**src/hw/rtl/keypad_pwm_duty_controller_macros.svh**
```systemverilog
// Assertion macros used by the keypad duty controller top level.
// Each macro expects clk and rst_n in scope at the place of use.
`ifndef KEYPAD_PWM_DUTY_CONTROLLER_MACROS_SVH
`define KEYPAD_PWM_DUTY_CONTROLLER_MACROS_SVH

// The consequent must hold in the same cycle as the antecedent.
`define KPD_ASSERT_NOW(lbl, ante, cons, msg) \
  lbl: assert property (@(posedge clk) disable iff (!rst_n) (ante) |-> (cons)) \
    else $error(msg);

// The consequent must hold in the cycle after the antecedent.
`define KPD_ASSERT_NEXT(lbl, ante, cons, msg) \
  lbl: assert property (@(posedge clk) disable iff (!rst_n) (ante) |=> (cons)) \
    else $error(msg);

`endif

```
**src/hw/rtl/kpd_pkg.sv**
```systemverilog
// Shared types, constants and helpers for the keypad duty controller.
// Used by kpd_ctrl, kpd_scale and the top level; depends on nothing.
`timescale 1ns / 1ps
`default_nettype none

package kpd_pkg;

  localparam int TIME_W = 32;
  localparam int NKEYS  = 4;

  typedef logic [TIME_W-1:0] time_t;

  localparam logic [1:0] CFG_DEBOUNCE = 2'd0;
  localparam logic [1:0] CFG_HOLD     = 2'd1;
  localparam logic [1:0] CFG_INTERVAL = 2'd2;
  localparam logic [1:0] CFG_PERIOD   = 2'd3;

  localparam logic [7:0]  DEBOUNCE_RST = 8'd20;
  localparam logic [11:0] HOLD_RST     = 12'd400;
  localparam logic [9:0]  INTERVAL_RST = 10'd50;
  localparam logic [15:0] PERIOD_RST   = 16'd99;

  localparam logic [6:0] DUTY_MAX    = 7'd100;
  localparam logic [6:0] DUTY_RST    = 7'd30;
  localparam logic [3:0] STEP_FINE   = 4'd1;
  localparam logic [3:0] STEP_COARSE = 4'd10;

  localparam logic [1:0] MODE_SELECT = 2'd0;
  localparam logic [1:0] MODE_STEP   = 2'd1;
  localparam logic [1:0] MODE_COARSE = 2'd2;
  localparam logic [1:0] MODE_SMOOTH = 2'd3;

  // Division by 100 as a multiply by ceil(2^30 / 100) and a shift; exact for
  // every product of a 7-bit duty and a 16-bit period.
  localparam int          PROD_W      = 23;
  localparam int          RECIP_W     = 24;
  localparam int          RECIP_SHIFT = 30;
  localparam logic [23:0] RECIP_100   = 24'd10737419;

  typedef enum logic [2:0] {
    PH_RELEASED = 3'b001,
    PH_PENDING  = 3'b010,
    PH_HELD     = 3'b100
  } kpd_phase_t;

  typedef enum logic [3:0] {
    MENU_SELECT = 4'b0001,
    MENU_STEP   = 4'b0010,
    MENU_COARSE = 4'b0100,
    MENU_SMOOTH = 4'b1000
  } kpd_menu_t;

  typedef struct packed {
    logic [6:0] duty;
    logic [1:0] mode;
    logic [3:0] step;
    logic       updated;
  } kpd_res_t;

  typedef struct packed {
    kpd_res_t    res;
    logic [15:0] period;
  } kpd_item_t;

  function automatic logic [1:0] mode_code(input kpd_menu_t menu);
    logic [1:0] code;
    case (menu)
      MENU_SELECT: code = MODE_SELECT;
      MENU_STEP:   code = MODE_STEP;
      MENU_COARSE: code = MODE_COARSE;
      MENU_SMOOTH: code = MODE_SMOOTH;
      default:     code = MODE_SELECT;
    endcase
    return code;
  endfunction

endpackage

`default_nettype wire

```
**src/hw/rtl/kpd_ctrl.sv**
```systemverilog
// Key debounce, auto-repeat timing and menu state for one scan per beat.
// Holds all per-key and menu state; depends on kpd_pkg.
`timescale 1ns / 1ps
`default_nettype none

module kpd_ctrl import kpd_pkg::*; (
  input  logic             clk,
  input  logic             rst_n,
  input  logic             load,
  input  logic [NKEYS-1:0] keys_level,
  input  time_t            now,
  input  logic [7:0]       debounce_time,
  input  logic [11:0]      hold_lead,
  input  logic [9:0]       repeat_interval,
  output kpd_res_t         res
);

  kpd_phase_t       phase_r [NKEYS];
  time_t            press_r [NKEYS];
  time_t            repeat_r [NKEYS];
  logic [NKEYS-1:0] pend_r;
  kpd_menu_t        menu_r;
  logic             choice_r;
  logic [3:0]       step_r;
  logic [6:0]       duty_r;

  kpd_phase_t       phase_d [NKEYS];
  time_t            press_d [NKEYS];
  time_t            repeat_d [NKEYS];
  logic [NKEYS-1:0] pend_d;
  time_t            el_deb [NKEYS];
  time_t            el_hold [2];
  time_t            el_rep [2];
  logic [1:0]       fire;

  time_t            repeat_nxt [NKEYS];
  logic [NKEYS-1:0] pend_nxt;
  kpd_menu_t        menu_nxt;
  logic             choice_nxt;
  logic [3:0]       step_nxt;
  logic [6:0]       duty_nxt;
  logic             upd_nxt;
  logic [7:0]       duty_sum;

  always_comb begin
    for (int k = 0; k < NKEYS; k++) begin
      phase_d[k]  = phase_r[k];
      press_d[k]  = press_r[k];
      repeat_d[k] = repeat_r[k];
      pend_d[k]   = pend_r[k];
      el_deb[k]   = now - press_r[k];
      case (phase_r[k])
        PH_PENDING: begin
          if (!keys_level[k]) begin
            phase_d[k] = PH_RELEASED;
          end else if (el_deb[k] > TIME_W'(debounce_time)) begin
            phase_d[k]  = PH_HELD;
            pend_d[k]   = 1'b1;
            press_d[k]  = now;
            repeat_d[k] = now;
          end
        end
        PH_HELD: begin
          if (!keys_level[k]) begin
            phase_d[k] = PH_RELEASED;
            pend_d[k]  = 1'b0;
          end
        end
        default: begin
          if (keys_level[k]) begin
            press_d[k] = now;
            phase_d[k] = PH_PENDING;
          end
        end
      endcase
    end
  end

  always_comb begin
    for (int k = 0; k < 2; k++) begin
      el_hold[k] = now - press_d[k];
      el_rep[k]  = now - repeat_d[k];
      fire[k]    = (phase_d[k] == PH_HELD) && (el_hold[k] > TIME_W'(hold_lead)) &&
                   (el_rep[k] > TIME_W'(repeat_interval));
    end
  end

  always_comb begin
    for (int k = 0; k < NKEYS; k++) begin
      repeat_nxt[k] = repeat_d[k];
    end
    pend_nxt   = pend_d;
    menu_nxt   = menu_r;
    choice_nxt = choice_r;
    step_nxt   = step_r;
    duty_nxt   = duty_r;
    upd_nxt    = 1'b0;
    duty_sum   = {1'b0, duty_r} + {4'b0000, step_r};
    case (menu_r)
      MENU_SELECT: begin
        if (pend_nxt[0]) begin
          pend_nxt[0] = 1'b0;
          menu_nxt    = MENU_STEP;
          choice_nxt  = 1'b1;
          step_nxt    = STEP_COARSE;
        end
        if (pend_nxt[1]) begin
          pend_nxt[1] = 1'b0;
          menu_nxt    = MENU_SMOOTH;
        end
      end
      MENU_STEP: begin
        if (pend_nxt[2]) begin
          pend_nxt[2] = 1'b0;
          choice_nxt  = 1'b0;
          step_nxt    = STEP_FINE;
        end
        if (pend_nxt[3]) begin
          pend_nxt[3] = 1'b0;
          choice_nxt  = 1'b1;
          step_nxt    = STEP_COARSE;
        end
        if (pend_nxt[0]) begin
          pend_nxt[0] = 1'b0;
          step_nxt    = choice_nxt ? STEP_COARSE : STEP_FINE;
          menu_nxt    = MENU_COARSE;
        end
      end
      MENU_COARSE: begin
        if (pend_nxt[0]) begin
          pend_nxt[0] = 1'b0;
          if (duty_sum <= {1'b0, DUTY_MAX}) begin
            duty_nxt = duty_sum[6:0];
            upd_nxt  = 1'b1;
          end
        end
        if (pend_nxt[1]) begin
          pend_nxt[1] = 1'b0;
          duty_nxt    = (duty_nxt >= {3'b000, step_nxt}) ? duty_nxt - {3'b000, step_nxt}
                                                         : 7'd0;
          upd_nxt     = 1'b1;
        end
        if (fire[0]) begin
          repeat_nxt[0] = now;
          if (duty_nxt < DUTY_MAX) begin
            duty_nxt = duty_nxt + 7'd1;
          end
          upd_nxt = 1'b1;
        end
        if (fire[1]) begin
          repeat_nxt[1] = now;
          if (duty_nxt != 7'd0) begin
            duty_nxt = duty_nxt - 7'd1;
          end
          upd_nxt = 1'b1;
        end
        if (pend_nxt[2]) begin
          pend_nxt[2] = 1'b0;
          step_nxt    = STEP_FINE;
        end
        if (pend_nxt[3]) begin
          pend_nxt[3] = 1'b0;
          step_nxt    = STEP_COARSE;
        end
      end
      MENU_SMOOTH: begin
        if (fire[0]) begin
          repeat_nxt[0] = now;
          if (duty_nxt < DUTY_MAX) begin
            duty_nxt = duty_nxt + 7'd1;
          end
          upd_nxt = 1'b1;
        end
        if (fire[1]) begin
          repeat_nxt[1] = now;
          if (duty_nxt != 7'd0) begin
            duty_nxt = duty_nxt - 7'd1;
          end
          upd_nxt = 1'b1;
        end
        if (pend_nxt[2]) begin
          pend_nxt[2] = 1'b0;
          duty_nxt    = 7'd0;
          upd_nxt     = 1'b1;
        end
        if (pend_nxt[3]) begin
          pend_nxt[3] = 1'b0;
          duty_nxt    = DUTY_MAX;
          upd_nxt     = 1'b1;
        end
      end
      default: begin
        menu_nxt = MENU_SELECT;
      end
    endcase
    if (duty_nxt > DUTY_MAX) begin
      duty_nxt = DUTY_MAX;
    end
  end

  assign res.duty    = duty_nxt;
  assign res.mode    = mode_code(menu_nxt);
  assign res.step    = step_nxt;
  assign res.updated = upd_nxt;

  always_ff @(posedge clk) begin
    if (!rst_n) begin
      for (int k = 0; k < NKEYS; k++) begin
        phase_r[k] <= PH_RELEASED;
      end
      pend_r   <= '0;
      menu_r   <= MENU_SELECT;
      choice_r <= 1'b0;
      step_r   <= STEP_COARSE;
      duty_r   <= DUTY_RST;
    end else if (load) begin
      for (int k = 0; k < NKEYS; k++) begin
        phase_r[k] <= phase_d[k];
      end
      pend_r   <= pend_nxt;
      menu_r   <= menu_nxt;
      choice_r <= choice_nxt;
      step_r   <= step_nxt;
      duty_r   <= duty_nxt;
    end
  end

  always_ff @(posedge clk) begin
    if (load) begin
      for (int k = 0; k < NKEYS; k++) begin
        press_r[k]  <= press_d[k];
        repeat_r[k] <= repeat_nxt[k];
      end
    end
  end

endmodule

`default_nettype wire

```
**src/hw/rtl/kpd_scale.sv**
```systemverilog
// Two-stage pipeline that scales the duty into the PWM compare pair.
// Stage one forms duty times period, stage two divides by 100; uses kpd_pkg.
`timescale 1ns / 1ps
`default_nettype none

module kpd_scale import kpd_pkg::*; (
  input  logic        clk,
  input  logic        rst_n,
  input  logic        s_valid,
  input  kpd_item_t   s_item,
  output logic        s_stall,
  output logic        out_valid,
  input  logic        out_stall,
  output logic [6:0]  out_duty_percent,
  output logic [15:0] out_compare_main,
  output logic [15:0] out_compare_complement,
  output logic [1:0]  out_menu_mode,
  output logic [3:0]  out_coarse_step,
  output logic        out_duty_updated
);

  localparam int QUO_W = PROD_W + RECIP_W;

  logic              a_valid_r;
  kpd_item_t         a_item_r;
  logic [PROD_W-1:0] a_prod_r;
  logic              o_valid_r;
  kpd_item_t         o_item_r;
  logic [15:0]       o_cmp_r;
  logic [15:0]       o_cmpl_r;

  logic              adv_o;
  logic              take_a;
  logic [QUO_W-1:0]  quo;
  logic [15:0]       cmp_nxt;

  assign adv_o   = a_valid_r && (!o_valid_r || !out_stall);
  assign s_stall = a_valid_r && !adv_o;
  assign take_a  = s_valid && !s_stall;

  assign quo     = QUO_W'(a_prod_r) * QUO_W'(RECIP_100);
  assign cmp_nxt = quo[RECIP_SHIFT +: 16];

  always_ff @(posedge clk) begin
    if (!rst_n) begin
      a_valid_r <= 1'b0;
      o_valid_r <= 1'b0;
    end else begin
      if (take_a) begin
        a_valid_r <= 1'b1;
      end else if (adv_o) begin
        a_valid_r <= 1'b0;
      end
      if (adv_o) begin
        o_valid_r <= 1'b1;
      end else if (!out_stall) begin
        o_valid_r <= 1'b0;
      end
    end
  end

  always_ff @(posedge clk) begin
    if (take_a) begin
      a_item_r <= s_item;
      a_prod_r <= PROD_W'(s_item.res.duty) * PROD_W'(s_item.period);
    end
    if (adv_o) begin
      o_item_r <= a_item_r;
      o_cmp_r  <= cmp_nxt;
      o_cmpl_r <= a_item_r.period - cmp_nxt;
    end
  end

  assign out_valid              = o_valid_r;
  assign out_duty_percent       = o_item_r.res.duty;
  assign out_compare_main       = o_cmp_r;
  assign out_compare_complement = o_cmpl_r;
  assign out_menu_mode          = o_item_r.res.mode;
  assign out_coarse_step        = o_item_r.res.step;
  assign out_duty_updated       = o_item_r.res.updated;

endmodule

`default_nettype wire

```
**src/hw/rtl/keypad_pwm_duty_controller.sv**
```systemverilog
// Path: an accepted scan is registered by the state update stage, then by the
// multiply stage and the divide-by-100 stage that drives the result beat.
// Throughput: one scan per cycle unless out_stall backs up the pipeline; the depth is
// set by the state update stage and the multiply and divide-by-100 scaling stages.
// Reset: synchronous, active low; keys released, menu in mode select, duty 30,
// step 10, registers at 20, 400, 50 and 99 ms/counts; the pipeline empties.
`timescale 1ns / 1ps
`default_nettype none
`include "keypad_pwm_duty_controller_macros.svh"

module keypad_pwm_duty_controller import kpd_pkg::*; (
  input  logic        clk,
  input  logic        rst_n,
  input  logic        cfg_we,
  input  logic [1:0]  cfg_index,
  input  logic [15:0] cfg_wdata,
  input  logic        in_valid,
  output logic        in_stall,
  input  logic [3:0]  in_keys_level,
  input  logic [31:0] in_now_ms,
  output logic        out_valid,
  input  logic        out_stall,
  output logic [6:0]  out_duty_percent,
  output logic [15:0] out_compare_main,
  output logic [15:0] out_compare_complement,
  output logic [1:0]  out_menu_mode,
  output logic [3:0]  out_coarse_step,
  output logic        out_duty_updated
);

  logic [7:0]  debounce_r;
  logic [11:0] hold_r;
  logic [9:0]  interval_r;
  logic [15:0] period_r;

  logic        load;
  kpd_res_t    res;
  logic        s1_valid_r;
  kpd_item_t   s1_item_r;
  logic        scale_stall;

  always_ff @(posedge clk) begin
    if (!rst_n) begin
      debounce_r <= DEBOUNCE_RST;
      hold_r     <= HOLD_RST;
      interval_r <= INTERVAL_RST;
      period_r   <= PERIOD_RST;
    end else if (cfg_we) begin
      case (cfg_index)
        CFG_DEBOUNCE: debounce_r <= cfg_wdata[7:0];
        CFG_HOLD:     hold_r     <= cfg_wdata[11:0];
        CFG_INTERVAL: interval_r <= cfg_wdata[9:0];
        CFG_PERIOD:   period_r   <= cfg_wdata;
        default:      period_r   <= period_r;
      endcase
    end
  end

  assign in_stall = s1_valid_r && scale_stall;
  assign load     = in_valid && !in_stall;

  kpd_ctrl u_ctrl (
    .clk             (clk),
    .rst_n           (rst_n),
    .load            (load),
    .keys_level      (in_keys_level),
    .now             (time_t'(in_now_ms[TIME_W-1:0])),
    .debounce_time   (debounce_r),
    .hold_lead       (hold_r),
    .repeat_interval (interval_r),
    .res             (res)
  );

  always_ff @(posedge clk) begin
    if (!rst_n) begin
      s1_valid_r <= 1'b0;
    end else if (load) begin
      s1_valid_r <= 1'b1;
    end else if (!scale_stall) begin
      s1_valid_r <= 1'b0;
    end
  end

  always_ff @(posedge clk) begin
    if (load) begin
      s1_item_r.res    <= res;
      s1_item_r.period <= period_r;
    end
  end

  kpd_scale u_scale (
    .clk                    (clk),
    .rst_n                  (rst_n),
    .s_valid                (s1_valid_r),
    .s_item                 (s1_item_r),
    .s_stall                (scale_stall),
    .out_valid              (out_valid),
    .out_stall              (out_stall),
    .out_duty_percent       (out_duty_percent),
    .out_compare_main       (out_compare_main),
    .out_compare_complement (out_compare_complement),
    .out_menu_mode          (out_menu_mode),
    .out_coarse_step        (out_coarse_step),
    .out_duty_updated       (out_duty_updated)
  );

  `KPD_ASSERT_NOW(a_empty_no_stall, !out_valid, !in_stall, "input stalled with empty output")
  `KPD_ASSERT_NOW(a_duty_range, out_valid, out_duty_percent <= DUTY_MAX, "duty above 100")
  `KPD_ASSERT_NOW(a_upd_run_mode, out_valid && out_duty_updated, (out_menu_mode == MODE_COARSE || out_menu_mode == MODE_SMOOTH), "refresh outside run modes")
  `KPD_ASSERT_NEXT(a_load_fills, load, s1_valid_r, "accepted scan lost at first stage")

endmodule

`default_nettype wire
```
**config.mk**
```make
export PLATFORM = sky130hd
export DESIGN_NAME = keypad_pwm_duty_controller
export DESIGN_NICKNAME = d
export VERILOG_FILES = /design/src/hw/rtl/kpd_pkg.sv /design/src/hw/rtl/kpd_ctrl.sv /design/src/hw/rtl/kpd_scale.sv /design/src/hw/rtl/keypad_pwm_duty_controller.sv
export VERILOG_INCLUDE_DIRS = /design/src /design/src/hw/rtl
export SDC_FILE = /design/constraint.sdc
export NUM_CORES = 2
export LEC_CHECK = 0
export ABC_AREA = 1
export BUFFER_PORTS_ARGS = -buffer_cell sky130_fd_sc_hd__buf_2
export CAP_MARGIN = 20
export CORE_UTILIZATION = 40
export DETAILED_ROUTE_END_ITERATION = 10
export SYNTH_ARGS = -nofsm -noshare
export SYNTH_HDL_FRONTEND = slang
export SYNTH_HIERARCHICAL = 1
export SYNTH_SLANG_ARGS = --single-unit
```
**constraint.sdc**
```tcl
create_clock -name clk -period 10.3 [get_ports clk]
set_input_delay 0.515 -clock clk [delete_from_list [all_inputs] [get_ports clk]]
set_output_delay 0.515 -clock clk [all_outputs]
set_load 0.005 [all_outputs]
```
After elaboration in Yosys (flattened, before gate mapping)
Memory sizes are Yosys's and may differ from the RTL's. Cells that the tools add are included.

Add/subtract/negate cells: 15. Multiply operators: 2. Magnitude comparators: 13. Eq/ne operators: 29. Multiplexer cells: 131. Bitwise operators: 4. Reductions and logical operators: 31.

Operator list (number): $mux W32 (26); $pmux W32 S2 (4); $sub A32 B32 Y32 (8); $mux W7 (19); $gt A32 B8 Y1 (4); $gt A32 B10 Y1 (2); $gt A32 B12 Y1 (2); $mux W64 (1); $mux W3 (20); $mul A23 B24 Y46 const B (1); $mux W1 (38); $mux W4 (8); $pmux W3 S2 (4); $pmux W4 S3 (2); $mul A7 B16 Y23 (1); $eq A3 B3 Y1 const B (6); $sub A16 B16 Y16 (1); $add A7 B1 Y7 const B (2); $lt A7 B7 Y1 const B (2); $pmux W7 S2 (1); $reduce_bool A7 Y1 (2); $sub A7 B1 Y7 const B (2); $eq A3 B2 Y1 const B (4); $pmux W1 S2 (6); other kinds (28) (59).

Register bits after elaboration: 198. Bits in writable memories: 268. Input port bits: 59. Output and inout bits: 48. Logic and storage cells: 257. Memories kept: 3.

Memories: u_ctrl.press_r (depth 4, width 32, read ports 4, clocked after Yosys merged registers in 0, write ports 4, line kpd_ctrl.sv:19) `time_t press_r [NKEYS];`; u_ctrl.repeat_r (depth 4, width 32, read ports 2, clocked after Yosys merged registers in 0, write ports 4, line kpd_ctrl.sv:20) `time_t repeat_r [NKEYS];`; u_ctrl.phase_r (depth 4, width 3, read ports 4, clocked after Yosys merged registers in 0, write ports 4, line kpd_ctrl.sv:18) `kpd_phase_t phase_r [NKEYS];`.

Depth between registers and ports, before layout
Word-level depth: 21. Mapped depth: 73.

Hierarchy
Netlist, hierarchy kept.

Modules (own cells, without submodules): kpd_ctrl (instances 1, cells an instance 4401, area each 28942.8 um^2, seq. area each 6526.3 um^2); kpd_scale (instances 1, cells an instance 2113, area each 18146.2 um^2, seq. area each 3012.9 um^2); keypad_pwm_duty_controller (instances 1, cells an instance 313, area each 2813.9 um^2, seq. area each 1841.8 um^2).

Worst setup path before layout
No wires, ideal clock.

Path kind: input to register. From: input port out_stall. To: memory u_ctrl/press_r[2][0] in the netlist's numbering, enable pin. Setup time: 0.461 ns. Arrival: 10.212 ns. Required time: 9.839 ns. Slack: -0.373 ns. Stages on the path: 8. Buffers on the path: 1. Cells stage by stage: nand2_1 -> nor2_1 -> nand2_1 -> inv_1 -> nor2_1 -> clkbuf_1 -> inv_1 -> nor3_1.

RTL lines: start, declared (line keypad_pwm_duty_controller.sv:22) `input logic out_stall,`; end, declared (line kpd_ctrl.sv:19).

==> results by stage <==
Outcome:
- The flow ran to the end, but the final reports show violations.
- The checks that failed: design-rule violations.

Finish:
- In the layout the commonest cells are sky130_fd_sc_hd__nand2_1, sky130_fd_sc_hd__inv_1, sky130_fd_sc_hd__ha_1.
- The final-layout fill cell count is 12700.
- The number of nets in the final layout is 7987.
- The final design area excluding fillers is 55100 sq um.
- Excluding fillers, the count of instances in the completed layout stands at 8717.
- The leading cell type in the layout, fill and taps excluded is sky130_fd_sc_hd__nand2_1.
- Of the cells placed in the final design, the portion with a size suffix greater than 1 is 7.83%.
- The layout overhead on the synthesized area is 10.4%.

Synthesis:
- In this run, synthesis inferred 333 flip-flops with an integrated enable.
- The fraction of the yosys area taken by sequential cells is 22.8%.
- By area the synthesized netlist is led by sky130_fd_sc_hd__edfxtp_1, sky130_fd_sc_hd__ha_1, sky130_fd_sc_hd__nand2_1.
- During synthesis, Yosys emitted a total of 6 warnings.
- The per-instance average area after synthesis is 7.31 sq um.
- Among all flip-flop cells after synthesis, the most frequent one is sky130_fd_sc_hd__edfxtp_1.
- The number of nets in the synthesized netlist is 7779.
- Synthesis handed over a netlist of 6827 instances.
- The cell type contributing the most total cell area after synthesis is sky130_fd_sc_hd__edfxtp_1.
- The share of synthesized flip-flops with an asynchronous set or reset is 0%.
- The synthesized flop and latch total is 402.
- The share of synthesized area in the top cell type comes to 20.0%.
- The number of library cell types mapped by synthesis is 71.
- The cell area after technology mapping is 49900 sq um.

Worst setup path:
- The startpoint of the worst register-to-register path is u_ctrl/press_r[1][0].
- The cell type with the highest occurrence count on the critical path is sky130_fd_sc_hd__nand2_1.
- On the worst path, the slowest cell contributes a delay of 460 ps.
- The critical register-to-register path endpoint is s1_item_r[26].
- The critical path's top delay family is simple AND/OR/NAND/NOR gates.
- At the worst endpoint, the arrival time is 10030 ps.
- For the worst setup path, the data required time is 10700 ps.
- The number of cells on the worst reg-to-reg path is 59.
- The slowest stage of the critical path is the sky130_fd_sc_hd__fa_1 cell.
- The worst setup path is launched from a flip-flop.
- The worst register-to-register path has a setup slack of 660 ps.
- The number of buffers and inverters on the critical path is 8.
- The endpoint kind of the worst setup timing path is a flip-flop.
- The critical path is of the reg -> reg type.
- In this run the worst path has a maximum fanout of 5.

Routing:
- For this block, the initial DRC count from the detailed router was 3424.
- The detail route stage leaves a number of antenna-violating nets equal to 0.
- The mean number of vias per cell is 5.21.
- After detailed routing, the total wire length is 167000 microns.
- The post-route DRC violation count is 36.
- The count of TritonRoute iterations in the first routing pass is 11.
- The detailed router placed 45400 vias in this run.
- After detailed routing, the average wire length per cell comes to 19.2 microns.

Floorplan:
- The core area is 124000 sq um.
- The floorplan has 129 rows.
- The number of top-level pins is 107.
- From bottom edge to top edge, the die measures 355 microns.
- The initial utilization of the core area, before any placement, comes to 40.3%.
- The die covers 126000 sq um.
- The floorplan step set the die width to 355 microns.

Place:
- The last weighted congestion value of the routability-driven placer is 0.979.
- In this run the cell area measured after placement is 53200 sq um.
- The number of cells after detailed placement is 8611.
- Input and output buffers added on the ports amount to 106.
- Once detailed placement completed, the half-perimeter wirelength came to 138000 microns.
- The setup slack at placement is -48.4 ps.

Timing:
- The slew at the pin closest to its max-slew limit is 1080 ps.
- After layout, the minimum clock period comes to 9640 ps.
- In the post-route analysis, the smallest setup slack over all paths is 664 ps.
- The setup-violating endpoint count in the final report is 0.
- The number of pins exceeding their max-slew limit in the final report is 0.
- The worst slew margin relative to its limit is 27.4%.
- The post-route fraction of the period consumed by the critical path is 93.6%.
- The worst clock skew on the final layout is 31.7 ps.
- The maximum clock frequency is 0.104 GHz.
- The final total negative setup slack is 0 ps.
- The final-report hold violation count is 0.

Clock tree:
- Hold repair after CTS inserted 0 buffers.
- Counting the buffers created by CTS gives 53.
- The TritonCTS sink count is 402.
- The maximum clock insertion buffer count is 3.
- The clock tree root buffer cell is sky130_fd_sc_hd__clkbuf_16.
- Clock-pin slew was measured on the worst setup and hold paths at 60 ps.
- The clock insertion delay at the later pin of the skew report is 660 ps.
- The H-tree was split into 2 levels.
- TritonCTS built the clock tree.

Run:
- The max-cap violation count is 0.

Worst hold path:
- The path class of the tightest hold or removal check is in -> reg.
- The worst hold path startpoint is cfg_wdata[15].
- The worst hold path passes through 3 cells.
- The worst-case hold path end point is period_r[15].

GRT:
- The initial antenna violation count is 4.
- Across every metal layer, demand over resource in global routing totals 26.1%.
- The via count of the first global-routing pass is 44400.
- The first global-routing pass estimated 254000 microns of wire.
- The largest net degree at the start of global routing is 74.
- Summed over all layers, the global routing overflow is 0.
-- state kept, by name (all words and copies together) (netlist names) --
| register | count |
|---|---|
| interval_r | 10 |
| s1_item_r | 30 |
| u_ctrl/phase_r | 12 |
| u_scale/a_prod_r | 23 |
| u_ctrl/press_r | 128 |
| u_ctrl/duty_r | 7 |
| u_scale/out_coarse_step | 4 |
| debounce_r | 8 |
| u_scale/a_item_r | 30 |
| u_scale/out_compare_complement | 16 |
| u_ctrl/choice_r | 1 |
| hold_r | 12 |
| s1_valid_r | 1 |
| u_scale/out_duty_updated | 1 |
| u_ctrl/repeat_r | 64 |
| u_ctrl/step_r | 4 |
| u_scale/out_duty_percent | 7 |
| u_scale/out_menu_mode | 2 |
| u_scale/a_valid_r | 1 |
| u_scale/out_valid | 1 |
| period_r | 16 |
| u_scale/out_compare_main | 16 |
| u_ctrl/menu_r | 4 |
| u_ctrl/pend_r | 4 |
-- cell usage after synthesis (30+ instances only) --
library cell and count:
sky130_fd_sc_hd__nand3_1 302, sky130_fd_sc_hd__a31oi_1 54, sky130_fd_sc_hd__xor2_1 155, sky130_fd_sc_hd__o21ai_0 266, sky130_fd_sc_hd__nor3_1 62, sky130_fd_sc_hd__o211ai_1 34, sky130_fd_sc_hd__dfxtp_1 69, sky130_fd_sc_hd__nand2_2 62
sky130_fd_sc_hd__nor2_2 34, sky130_fd_sc_hd__a21oi_1 459, sky130_fd_sc_hd__inv_1 1371, sky130_fd_sc_hd__nand2_1 1605, sky130_fd_sc_hd__clkbuf_1 76, sky130_fd_sc_hd__o21ai_1 30, sky130_fd_sc_hd__nor2_1 527, sky130_fd_sc_hd__nand4_1 75
sky130_fd_sc_hd__edfxtp_1 333, sky130_fd_sc_hd__fa_1 273, sky130_fd_sc_hd__ha_1 620, sky130_fd_sc_hd__xnor2_1 79
-- metal layers --
metal | vias up | wire length (microns) | global-route usage, % | share of wire [%]
met5 | - | 0 | 0 | 0
met4 | 0 | 8880 | 12.5 | 5.3
met3 | 300 | 8190 | 2.11 | 4.9
met2 | 1319 | 79100 | 44.9 | 47
met1 | 21400 | 71000 | 32.9 | 42
li1 | 22400 | - | - | -
-- through the flow --
stage               hold slack, ps  util, %
floorplan                      400        -
global placement               404     43.0
detailed placement             406     43.0
CTS                           65.7     44.4
global route                   119     44.5
finish                         101     44.5
-- worst max path at each step --
stage	startpoint	end	slack (ps)	cells after the start
finish	u_ctrl/press_r[1][0]	s1_item_r[26]	660	59
global route	u_ctrl/press_r[1][0]	s1_item_r[26]	-30	61
CTS	u_ctrl/press_r[0][0]	s1_item_r[26]	240	62
detailed placement	in_now_ms[0]	s1_item_r[26]	-50	64
global placement	in_now_ms[0]	s1_item_r[26]	50	65
floorplan	in_now_ms[0]	s1_item_r[16]	1490	53
-- area by class of cell --
cell class              instances  area (sq um)  share of cell area (%)
multi-input cells            4913         32900                    59.7
flip-flops and latches        402         11400                    20.6
inverters                    1407          5290                    9.59
well taps                    1637          2050                    3.72
repair buffers                258          1700                    3.08
clock buffers                  61          1440                    2.61
clock inverters                37           334                   0.606
diodes                          2          5.00                 0.00908
-- tightest hold or removal path, stage by stage --
cell                     delay (ps)
sky130_fd_sc_hd__buf_2           70
sky130_fd_sc_hd__nor2_1          30
sky130_fd_sc_hd__nor2_1          80
-- logic make-up (layout without fill, tap and decap cells) --
family / after synthesis / in the layout / share of synthesized area, %
and+or+nand+nor: 2762 / 2762 / 23.4
buffers and inverters: 1512 / 1763 / 11.5
AOI/OAI and AO/OA: 1023 / 1023 / 11.7
adders and majority gates: 893 / 893 / 26.5
DFF: 402 / 402 / 22.8
xor gates and xnor gates: 234 / 234 / 4.11
muxes: 1 / 1 / 0.0201
other: 0 / 2 / 0
-- what timing repair did --
action	in CTS	in global routing
hold endpoints to repair	0	0
buffers inserted	0	6
endpoints found under the setup margin	0	47
gates resized for setup	0	26
Power is left out: the tool's default activity adds up to more than one toggle a clock period on the data nets, which glitch-free logic cannot reach.
